[config.mk]
export PLATFORM = sky130hd
export DESIGN_NAME = relative_strength_index
export DESIGN_NICKNAME = d
export VERILOG_FILES = /design/src/rtl/core/rsi_pkg.sv /design/src/rtl/core/relative_strength_index.sv
export SDC_FILE = /design/constraint.sdc
export NUM_CORES = 2
export LEC_CHECK = 0
export BUFFER_PORTS_ARGS = -buffer_cell sky130_fd_sc_hd__buf_4
export CAP_MARGIN = 20
export CELL_PAD_IN_SITES_DETAIL_PLACEMENT = 1
export CELL_PAD_IN_SITES_GLOBAL_PLACEMENT = 2
export CORE_MARGIN = 3
export CORE_UTILIZATION = 35
export CTS_CLUSTER_DIAMETER = 100
export DETAILED_ROUTE_END_ITERATION = 10
export PLACE_DENSITY = 0.81
export SLEW_MARGIN = 0
export SYNTH_ARGS = -nofsm -noshare
export SYNTH_HDL_FRONTEND = slang
export SYNTH_SLANG_ARGS = --single-unit
[constraint.sdc]
create_clock -name aclk -period 10.63 [get_ports aclk]
set_clock_uncertainty 0.2 [all_clocks]
set_input_delay 1.5945 -clock aclk [delete_from_list [all_inputs] [get_ports aclk]]
set_output_delay 1.5945 -clock aclk [all_outputs]
set_load 0.02 [all_outputs]
[src/rtl/core/rsi_pkg.sv]
// ============================================================================
// rsi_pkg - shared definitions for the relative strength index block
// Default sizes, fixed constants, the control word format and the microcode
// program that drives the datapath.
// ============================================================================
package rsi_pkg;

    // Default sizes and fixed constants
    localparam int         PRICE_BITS_DEF = 32;
    localparam int         FRAC_BITS_DEF  = 16;
    localparam int         PERIOD_BITS    = 8;
    localparam logic [7:0] PERIOD_RESET   = 8'd6;
    localparam int         PCT_SCALE      = 100;
    // bits needed to hold the integer part of a percentage (0..100)
    localparam int         PCT_BITS       = 7;

    // Microcode address
    typedef logic [3:0] upc_t;

    localparam upc_t UPC_WAIT  = 4'd0;   // wait for an input transaction
    localparam upc_t UPC_CHECK = 4'd1;   // seed a new series, or carry on
    localparam upc_t UPC_LDG   = 4'd2;   // load divider for gain smoothing
    localparam upc_t UPC_DIVG  = 4'd3;   // divide |x - s| by n (gain)
    localparam upc_t UPC_UPG   = 4'd4;   // update gain, load move smoothing
    localparam upc_t UPC_DIVM  = 4'd5;   // divide |x - s| by n (move)
    localparam upc_t UPC_UPM   = 4'd6;   // update move and previous price
    localparam upc_t UPC_LDP   = 4'd7;   // load percentage divide, skip if flat
    localparam upc_t UPC_DIVP  = 4'd8;   // percentage divide
    localparam upc_t UPC_OUT   = 4'd9;   // hand result to output register
    localparam upc_t UPC_DONE  = 4'd10;  // back to wait

    // Divider load source
    typedef enum logic [1:0] {
        LD_NONE = 2'd0,
        LD_GAIN = 2'd1,
        LD_MOVE = 2'd2,
        LD_PCT  = 2'd3
    } ld_sel_t;

    // Smoothed value update target
    typedef enum logic [1:0] {
        UPD_NONE = 2'd0,
        UPD_GAIN = 2'd1,
        UPD_MOVE = 2'd2
    } upd_sel_t;

    // Jump conditions: taken means go to target, else fall through
    typedef enum logic [2:0] {
        JC_NEVER     = 3'd0,
        JC_NO_ACCEPT = 3'd1,
        JC_SEED      = 3'd2,
        JC_DIV_MORE  = 3'd3,
        JC_FLAT      = 3'd4,
        JC_OUT_BUSY  = 3'd5,
        JC_ALWAYS    = 3'd6
    } jcond_t;

    // One control word
    typedef struct packed {
        logic     take_in;   // input ready
        logic     seed_chk;  // seed the series when the seed condition holds
        ld_sel_t  ld;        // divider load
        logic     run;       // one divider iteration
        upd_sel_t upd;       // smoothed value update
        logic     put;       // write output register when free
        jcond_t   jc;        // jump condition
        upc_t     tgt;       // jump target
    } cw_t;

    localparam cw_t CW_NOP = '{
        take_in:  1'b0,
        seed_chk: 1'b0,
        ld:       LD_NONE,
        run:      1'b0,
        upd:      UPD_NONE,
        put:      1'b0,
        jc:       JC_NEVER,
        tgt:      UPC_WAIT
    };

    // Microcode program
    function automatic cw_t ucode_rom(input upc_t addr);
        cw_t cw;
        cw = CW_NOP;
        unique case (addr)
            UPC_WAIT: begin
                cw.take_in = 1'b1;
                cw.jc      = JC_NO_ACCEPT;
                cw.tgt     = UPC_WAIT;
            end
            UPC_CHECK: begin
                cw.seed_chk = 1'b1;
                cw.jc       = JC_SEED;
                cw.tgt      = UPC_WAIT;
            end
            UPC_LDG: begin
                cw.ld = LD_GAIN;
            end
            UPC_DIVG: begin
                cw.run = 1'b1;
                cw.jc  = JC_DIV_MORE;
                cw.tgt = UPC_DIVG;
            end
            UPC_UPG: begin
                cw.upd = UPD_GAIN;
                cw.ld  = LD_MOVE;
            end
            UPC_DIVM: begin
                cw.run = 1'b1;
                cw.jc  = JC_DIV_MORE;
                cw.tgt = UPC_DIVM;
            end
            UPC_UPM: begin
                cw.upd = UPD_MOVE;
            end
            UPC_LDP: begin
                cw.ld  = LD_PCT;
                cw.jc  = JC_FLAT;
                cw.tgt = UPC_OUT;
            end
            UPC_DIVP: begin
                cw.run = 1'b1;
                cw.jc  = JC_DIV_MORE;
                cw.tgt = UPC_DIVP;
            end
            UPC_OUT: begin
                cw.put = 1'b1;
                cw.jc  = JC_OUT_BUSY;
                cw.tgt = UPC_OUT;
            end
            default: begin
                cw.jc  = JC_ALWAYS;
                cw.tgt = UPC_WAIT;
            end
        endcase
        return cw;
    endfunction

endpackage

[src/rtl/core/relative_strength_index.sv]
// ============================================================================
// relative_strength_index - Wilder style RSI over a stream of closing prices
// Smoothed gain and smoothed absolute move in fixed point, result as a
// percentage in fixed point, driven by a small microcoded sequencer.
// ============================================================================
//
//  channel | direction | handshake           | payload
//  --------+-----------+---------------------+----------------------------------
//  s_      | in        | s_valid / s_ready   | s_close_price, s_first_of_series
//  m_      | out       | m_valid / m_ready   | m_rsi_value, m_flat_range
//  cfg_    | in        | cfg_wr_en, no wait  | cfg_wr_data (period)
//
//  Sequence: a seeding transaction only seeds the series; a scoring transaction
//  runs two smoothing divides of PRICE_BITS+FRAC_BITS steps and one percentage
//  divide of FRAC_BITS+7 steps on the single bit-serial divider, one quotient
//  bit a cycle, and skips the percentage divide when the range is flat. A new
//  price is taken only once the sequencer is back at its wait step.
//  Reset: synchronous, active low; clears period to 6 and the series state.
//  Stalls: the output register holds one result; the sequencer waits at its
//  output step only when that register is still full.
//
module relative_strength_index #(
    parameter int PRICE_BITS = rsi_pkg::PRICE_BITS_DEF,
    parameter int FRAC_BITS  = rsi_pkg::FRAC_BITS_DEF
) (
    input  logic                              aclk,
    input  logic                              aresetn,
    // configuration
    input  logic                              cfg_wr_en,
    input  logic [rsi_pkg::PERIOD_BITS-1:0]   cfg_wr_data,
    // input channel
    input  logic                              s_valid,
    output logic                              s_ready,
    input  logic [PRICE_BITS-1:0]             s_close_price,
    input  logic                              s_first_of_series,
    // result channel
    output logic                              m_valid,
    input  logic                              m_ready,
    output logic [FRAC_BITS+rsi_pkg::PCT_BITS-1:0] m_rsi_value,
    output logic                              m_flat_range
);

    localparam int ACC_BITS    = PRICE_BITS + FRAC_BITS;
    localparam int RSI_BITS    = FRAC_BITS + rsi_pkg::PCT_BITS;
    localparam int SCALED_BITS = ACC_BITS + rsi_pkg::PCT_BITS;
    localparam int CNT_BITS    = $clog2(ACC_BITS);
    localparam logic [RSI_BITS-1:0] RSI_MAX =
        RSI_BITS'(rsi_pkg::PCT_SCALE) << FRAC_BITS;

    // ------------------------------------------------------------------
    // Registers
    // ------------------------------------------------------------------
    rsi_pkg::upc_t                    upc_reg, upc_next;
    logic [rsi_pkg::PERIOD_BITS-1:0]  period_reg, period_next;
    logic [PRICE_BITS-1:0]            price_reg, price_next;
    logic                             first_reg, first_next;
    logic [PRICE_BITS-1:0]            prev_reg, prev_next;
    logic                             have_prev_reg, have_prev_next;
    logic [ACC_BITS-1:0]              sg_reg, sg_next;
    logic [ACC_BITS-1:0]              sm_reg, sm_next;
    logic [ACC_BITS-1:0]              div_rem_reg, div_rem_next;
    logic [ACC_BITS-1:0]              div_quo_reg, div_quo_next;
    logic [ACC_BITS-1:0]              div_den_reg, div_den_next;
    logic [CNT_BITS-1:0]              div_cnt_reg, div_cnt_next;
    logic                             div_neg_reg, div_neg_next;
    logic                             m_valid_reg, m_valid_next;
    logic [RSI_BITS-1:0]              m_value_reg, m_value_next;
    logic                             m_flat_reg, m_flat_next;

    // ------------------------------------------------------------------
    // Control word and datapath helpers
    // ------------------------------------------------------------------
    rsi_pkg::cw_t             cw;
    logic                     in_accept;
    logic                     seed;
    logic                     flat;
    logic                     out_free;
    logic                     jump;
    logic [PRICE_BITS-1:0]    diff;
    logic                     rising;
    logic [ACC_BITS-1:0]      gain_x, move_x;
    logic [ACC_BITS-1:0]      sel_x, sel_s;
    logic                     sel_neg;
    logic [ACC_BITS-1:0]      sel_d;
    logic [ACC_BITS-1:0]      upd_s;
    logic [ACC_BITS-1:0]      upd_step;
    logic [ACC_BITS-1:0]      upd_val;
    logic [ACC_BITS:0]        div_shift;
    logic                     div_fits;
    logic [ACC_BITS:0]        div_trial;
    logic [SCALED_BITS-1:0]   scaled;
    logic [ACC_BITS-1:0]      period_n;

    assign cw        = rsi_pkg::ucode_rom(upc_reg);
    assign s_ready   = cw.take_in;
    assign in_accept = s_valid && s_ready;
    assign seed      = first_reg || !have_prev_reg;
    assign flat      = (sm_reg == '0);
    assign out_free  = !m_valid_reg || m_ready;

    // Price change as gain and absolute move, in fixed point
    assign rising = (price_reg > prev_reg);
    assign diff   = rising ? (price_reg - prev_reg) : (prev_reg - price_reg);
    assign move_x = {diff, {FRAC_BITS{1'b0}}};
    assign gain_x = rising ? move_x : '0;

    // Smoothing operands: distance between new sample and running value
    always_comb begin
        if (cw.ld == rsi_pkg::LD_MOVE) begin
            sel_x = move_x;
            sel_s = sm_reg;
        end else begin
            sel_x = gain_x;
            sel_s = sg_reg;
        end
    end
    assign sel_neg = (sel_x < sel_s);
    assign sel_d   = sel_neg ? (sel_s - sel_x) : (sel_x - sel_s);

    // Smoothing update: s + floor(d/n), or s - ceil(d/n) when falling
    assign upd_s    = (cw.upd == rsi_pkg::UPD_MOVE) ? sm_reg : sg_reg;
    assign upd_step = div_quo_reg + ACC_BITS'(div_rem_reg != '0);
    assign upd_val  = div_neg_reg ? (upd_s - upd_step) : (upd_s + div_quo_reg);

    // Period zero acts as one
    assign period_n = (period_reg == '0) ? ACC_BITS'(1) : ACC_BITS'(period_reg);

    // Gain scaled by 100 for the percentage divide
    assign scaled = SCALED_BITS'(sg_reg) * SCALED_BITS'(rsi_pkg::PCT_SCALE);

    // Restoring divider: one quotient bit a cycle
    assign div_shift = {div_rem_reg, div_quo_reg[ACC_BITS-1]};
    assign div_fits  = (div_shift >= {1'b0, div_den_reg});
    assign div_trial = div_shift - {1'b0, div_den_reg};

    // Jump condition
    always_comb begin
        case (cw.jc)
            rsi_pkg::JC_NEVER:     jump = 1'b0;
            rsi_pkg::JC_NO_ACCEPT: jump = !s_valid;
            rsi_pkg::JC_SEED:      jump = seed;
            rsi_pkg::JC_DIV_MORE:  jump = (div_cnt_reg != '0);
            rsi_pkg::JC_FLAT:      jump = flat;
            rsi_pkg::JC_OUT_BUSY:  jump = !out_free;
            rsi_pkg::JC_ALWAYS:    jump = 1'b1;
            default:               jump = 1'b1;
        endcase
    end

    // ------------------------------------------------------------------
    // Next state
    // ------------------------------------------------------------------
    always_comb begin
        upc_next       = jump ? cw.tgt : upc_reg + rsi_pkg::upc_t'(1);
        period_next    = cfg_wr_en ? cfg_wr_data : period_reg;
        price_next     = price_reg;
        first_next     = first_reg;
        prev_next      = prev_reg;
        have_prev_next = have_prev_reg;
        sg_next        = sg_reg;
        sm_next        = sm_reg;
        div_rem_next   = div_rem_reg;
        div_quo_next   = div_quo_reg;
        div_den_next   = div_den_reg;
        div_cnt_next   = div_cnt_reg;
        div_neg_next   = div_neg_reg;
        m_valid_next   = m_valid_reg && !m_ready;
        m_value_next   = m_value_reg;
        m_flat_next    = m_flat_reg;

        // capture input transaction
        if (in_accept) begin
            price_next = s_close_price;
            first_next = s_first_of_series;
        end

        // start of a series: seed price, clear averages
        if (cw.seed_chk && seed) begin
            prev_next      = price_reg;
            have_prev_next = 1'b1;
            sg_next        = '0;
            sm_next        = '0;
        end

        // divider load
        case (cw.ld) inside
            rsi_pkg::LD_GAIN, rsi_pkg::LD_MOVE: begin
                div_rem_next = '0;
                div_quo_next = sel_d;
                div_den_next = period_n;
                div_neg_next = sel_neg;
                div_cnt_next = CNT_BITS'(ACC_BITS - 1);
            end
            rsi_pkg::LD_PCT: begin
                // top bits of 100*g are below the move, so start mid-division
                div_rem_next = scaled[SCALED_BITS-1:rsi_pkg::PCT_BITS];
                div_quo_next = {scaled[rsi_pkg::PCT_BITS-1:0],
                                {(ACC_BITS-rsi_pkg::PCT_BITS){1'b0}}};
                div_den_next = sm_reg;
                div_cnt_next = CNT_BITS'(RSI_BITS - 1);
            end
            default: ;
        endcase

        // divider iteration
        if (cw.run) begin
            div_rem_next = div_fits ? div_trial[ACC_BITS-1:0] : div_shift[ACC_BITS-1:0];
            div_quo_next = {div_quo_reg[ACC_BITS-2:0], div_fits};
            if (div_cnt_reg != '0) begin
                div_cnt_next = div_cnt_reg - CNT_BITS'(1);
            end
        end

        // smoothed value update
        case (cw.upd)
            rsi_pkg::UPD_GAIN: sg_next = upd_val;
            rsi_pkg::UPD_MOVE: begin
                sm_next   = upd_val;
                prev_next = price_reg;
            end
            default: ;
        endcase

        // result into output register
        if (cw.put && out_free) begin
            m_valid_next = 1'b1;
            m_flat_next  = flat;
            m_value_next = flat ? '0 : div_quo_reg[RSI_BITS-1:0];
        end
    end

    // ------------------------------------------------------------------
    // Register update
    // ------------------------------------------------------------------
    always_ff @(posedge aclk) begin
        if (!aresetn) begin
            upc_reg       <= rsi_pkg::UPC_WAIT;
            period_reg    <= rsi_pkg::PERIOD_RESET;
            prev_reg      <= '0;
            have_prev_reg <= 1'b0;
            sg_reg        <= '0;
            sm_reg        <= '0;
            m_valid_reg   <= 1'b0;
        end else begin
            upc_reg       <= upc_next;
            period_reg    <= period_next;
            prev_reg      <= prev_next;
            have_prev_reg <= have_prev_next;
            sg_reg        <= sg_next;
            sm_reg        <= sm_next;
            m_valid_reg   <= m_valid_next;
        end
    end

    // Payload registers, no reset
    always_ff @(posedge aclk) begin
        price_reg   <= price_next;
        first_reg   <= first_next;
        div_rem_reg <= div_rem_next;
        div_quo_reg <= div_quo_next;
        div_den_reg <= div_den_next;
        div_cnt_reg <= div_cnt_next;
        div_neg_reg <= div_neg_next;
        m_value_reg <= m_value_next;
        m_flat_reg  <= m_flat_next;
    end

    assign m_valid      = m_valid_reg;
    assign m_rsi_value  = m_value_reg;
    assign m_flat_range = m_flat_reg;

    // ------------------------------------------------------------------
    // Assertions
    // ------------------------------------------------------------------
    // both averages are settled, with gain at most move, while the sequencer waits for input
    a_gain_le_move: assert property (@(posedge aclk) disable iff (!aresetn)
        (upc_reg == rsi_pkg::UPC_WAIT) |-> sg_reg <= sm_reg)
        else $error("smoothed gain above smoothed move");

    a_rsi_range: assert property (@(posedge aclk) disable iff (!aresetn)
        m_valid |-> m_rsi_value <= RSI_MAX)
        else $error("result above one hundred percent");

    a_flat_zero: assert property (@(posedge aclk) disable iff (!aresetn)
        m_valid && m_flat_range |-> m_rsi_value == '0)
        else $error("flat result with nonzero value");

    a_accept_check: assert property (@(posedge aclk) disable iff (!aresetn)
        in_accept |=> upc_reg == rsi_pkg::UPC_CHECK)
        else $error("sequencer did not move to check after a transaction");

    a_put_written: assert property (@(posedge aclk) disable iff (!aresetn)
        cw.put && out_free |=> m_valid && m_flat_range == $past(flat))
        else $error("result not written to output register");

endmodule
==> run metrics <==
Remaining DRCs=0; ys flop type=edfxtp_1; TritonCTS Sinks=350; largest net degree at the start of global routing=77; Area Growth Syn to Fin=9.21%; max cap viols=0; Routed Wire Length=137 mm; Slew headroom=0.148; I/O pin count=72; core area=between 100000 and 150000 um2; Via Count=~34000; GP Congestion=0.912; total grt overflow=0; class of the worst hold path=reg -> reg; Die Ht=approximately 330 um; simple-gate share of the synthesized area=0.164; hpwl dp=110 mm; PostCTS Resize Cnt=0; vias per cell=5.60; final setup TNS=0 ps; unrepaired setup endpoints after global routing=false; post-layout min period=about 8500 ps; Netlist Area Pre-Place=approximately 38000 um2; Hold Violations, Final=0; share of layout cells above drive strength 1=0.0522; Post-CTS Setup Inserts=0; Slew @ Worst Pin=1270 ps; sequential area share after synthesis=0.241; Rows=119; largest family of logic cells by synthesized area=compound AO/OA/AOI/OAI gates; Starting DRT DRC Count=2428; setup ws final=around 2100 ps; Detail Route Antenna Nets=0; synth warn=0; Num CTS Buffers=46; Worst R2R Path Depth=26; PD cells=215 nW/um2; adder-cell share of the synthesized area=0.183; I/O Buffers=71; complex-gate fraction of the synthesized area=0.248; Achievable Freq=0.117 GHz; First-pass DRT Iterations=6; first-pass GRT wire length=approximately 210 mm; Mapped Cells=between 4000 and 5000; mux share of post-synthesis cell area=0.0191; Clock transition at path regs=60 ps; vias in the first global route=34900; Worst VDD drop=0.168 mV; Net Count, Synth=5355; Cell variety after synth=94; Final Max Tran Viols=0; routed length per instance=approximately 22 um; clk_lat worst skew=between 600 and 700 ps; EDFF count, synth=about 200; Worst Path Arrival=8700 ps; Initial Util=0.354; Root Driver=clkbuf_16; pre-CTS setup slack=2110 ps; Leak=18.7 nW; critical path capture point type=flip-flop; TritonCTS clock tree=done; DIE AREA=roughly 110000 um2; GRT Util Overall=0.241; status=finished clean; post-synthesis xor/xnor area fraction=0.0640; largest fanout on the critical path=37; CP Launch Type=flip-flop; CP required=about 11000 ps; final period utilization=0.803; flops & latches, synth=350; Max Buffers Root-to-Sink=3; final setup fails=0; # fillers=12800; Die W=between 300 and 400 um; CP Class=reg -> reg; H-tree depth=2; Synth async-reset ratio=0; syn_area_per_cell=7.83 um2; initial antenna violation count=4; Hold Buf Count CTS=0; ant diodes=0; fin nets=5294; Hold Crit Depth=2
==> synth_stat cells, types with 14 or more instances <==
library cell | number | area, um2
a211oi_1 | 37 | 278
o211ai_1 | 26 | 195
or3_1 | 18 | 113
clkbuf_1 | 185 | 694
ha_1 | 469 | 5870
and2_1 | 27 | 169
nor2b_1 | 107 | 669
xnor2_1 | 166 | 1450
inv_1 | 575 | 2160
a31oi_1 | 53 | 332
and3_1 | 30 | 188
o21ai_0 | 262 | 1310
a22oi_1 | 25 | 188
nand3_1 | 83 | 415
mux2i_1 | 59 | 591
nand2b_1 | 52 | 325
nor4_1 | 45 | 282
nor2_1 | 365 | 1370
o21a_1 | 60 | 450
dfxtp_1 | 148 | 2960
nor3_1 | 42 | 210
nand4_1 | 63 | 394
edfxtp_1 | 202 | 6070
a21o_1 | 193 | 1450
o21ai_1 | 29 | 145
nand2_1 | 399 | 1500
a21oi_1 | 491 | 2460
fa_1 | 50 | 1000
a22o_1 | 32 | 280
a221oi_1 | 14 | 123
o31ai_1 | 20 | 150
buf_1 | 25 | 93.8
o21bai_1 | 54 | 405
o22ai_1 | 53 | 332
xor2_1 | 108 | 946
==> layer usage <==
metal,track usage,up-vias,part of all wire
li1,-,16700,-
met1,0.337,16900,0.48
met2,0.397,747,0.46
met3,0.0259,155,0.044
met4,0.0563,0,0.023
met5,0,-,0
==> where the power goes <==
group	total (mW)	internal [mW]	switching [mW]	leakage, nW
Sequential	1.80	1.65	0.148	3.08
Clock	1.70	0.992	0.709	0.780
Combinational	5.30	1.92	3.38	14.8
Total	8.80	4.55	4.24	18.7
==> cells by family (layout without fill, tap and decap cells) <==
family | Yosys count | after routing
compound gates | 1481 | 1481
mux | 70 | 70
fa+ha+maj | 519 | 519
buf+inv | 800 | 777
simple gates | 1296 | 1296
xor+xnor | 274 | 274
flops | 350 | 350
==> critical path: stages (launching register included) <==
cell	delay, ps
edfxtp_1	410
inv_1	80
ha_1	160
inv_1	50
fa_1	410
a211oi_1	290
o21ai_0	230
a31o_2	290
a21oi_1	410
o21ai_0	210
nor3b_1	260
nor2_2	60
buf_4	250
nor2b_2	760
a22o_1	270
ha_1	350
nand4_2	210
or3_1	450
or2_1	260
or4_4	530
a211o_1	370
a21oi_4	300
buf_4	420
mux2i_1	450
o221ai_1	220
xnor2_1	200
o21ai_1	80
==> cell type report <==
type / count / area, um2 / area share
clock buffers: 55 / 1240 / 0.0302
clock inverters: 31 / 389 / 0.00950
inverters: 577 / 2170 / 0.0530
multi-input cells: 3640 / 25600 / 0.624
flip-flops and latches: 350 / 9030 / 0.220
well taps: 1391 / 1740 / 0.0425
repair buffers: 114 / 856 / 0.0209
==> final timing paths <==
path	to	slack, ps	from
worst min-delay path	prev_reg[31]$_SDFFE_PN0P_	250	prev_reg[31]$_SDFFE_PN0P_
worst max register to register	div_quo_reg[32]$_DFFE_PP_	2090	price_reg[0]$_DFFE_PP_
worst max-delay path	div_quo_reg[32]$_DFFE_PP_	2090	price_reg[0]$_DFFE_PP_
worst min register to register	prev_reg[31]$_SDFFE_PN0P_	250	prev_reg[31]$_SDFFE_PN0P_
==> placed cells by master, fill, tap and decap left out, types with 14 or more instances in the layout <==
master	Yosys	routed
o22ai_1	53	53
mux2i_1	59	59
xnor2_1	166	166
nor2b_1	107	106
o21bai_1	54	54
nor3_1	42	42
a31oi_1	53	53
o21a_1	60	60
a211oi_1	37	37
fa_1	50	50
nor4_1	45	44
a21o_1	193	192
o21ai_0	262	262
nand3_1	83	83
inv_1	575	574
clkbuf_16	0	48
a22oi_1	25	25
nand4_1	63	63
o21ai_1	29	29
o211ai_1	26	26
nor2_1	365	361
a22o_1	32	32
and3_1	30	29
a21oi_1	491	490
buf_4	2	114
or3_1	18	18
ha_1	469	467
o31ai_1	20	20
xor2_1	108	108
a221oi_1	14	14
nand2b_1	52	52
dfxtp_1	148	148
nand2_1	399	398
and2_1	27	27
edfxtp_1	202	202
==> through the flow <==
stage | area [um2] | std cells | hold slack, ps | util | power, mW
6_report | 41000 | 6158 | 253 | 0.387 | 8.80
3_3_place_gp | 39400 | 6072 | 240 | 0.372 | 6.98
5_1_grt | 41000 | 6158 | 296 | 0.387 | 9.41
2_1_floorplan | 37500 | 4790 | 229 | - | 5.59
3_5_place_dp | 39400 | 6072 | 256 | 0.372 | 7.04
4_1_cts | 41000 | 6158 | 263 | 0.387 | 8.78
Power figures use the tool's default switching activity.
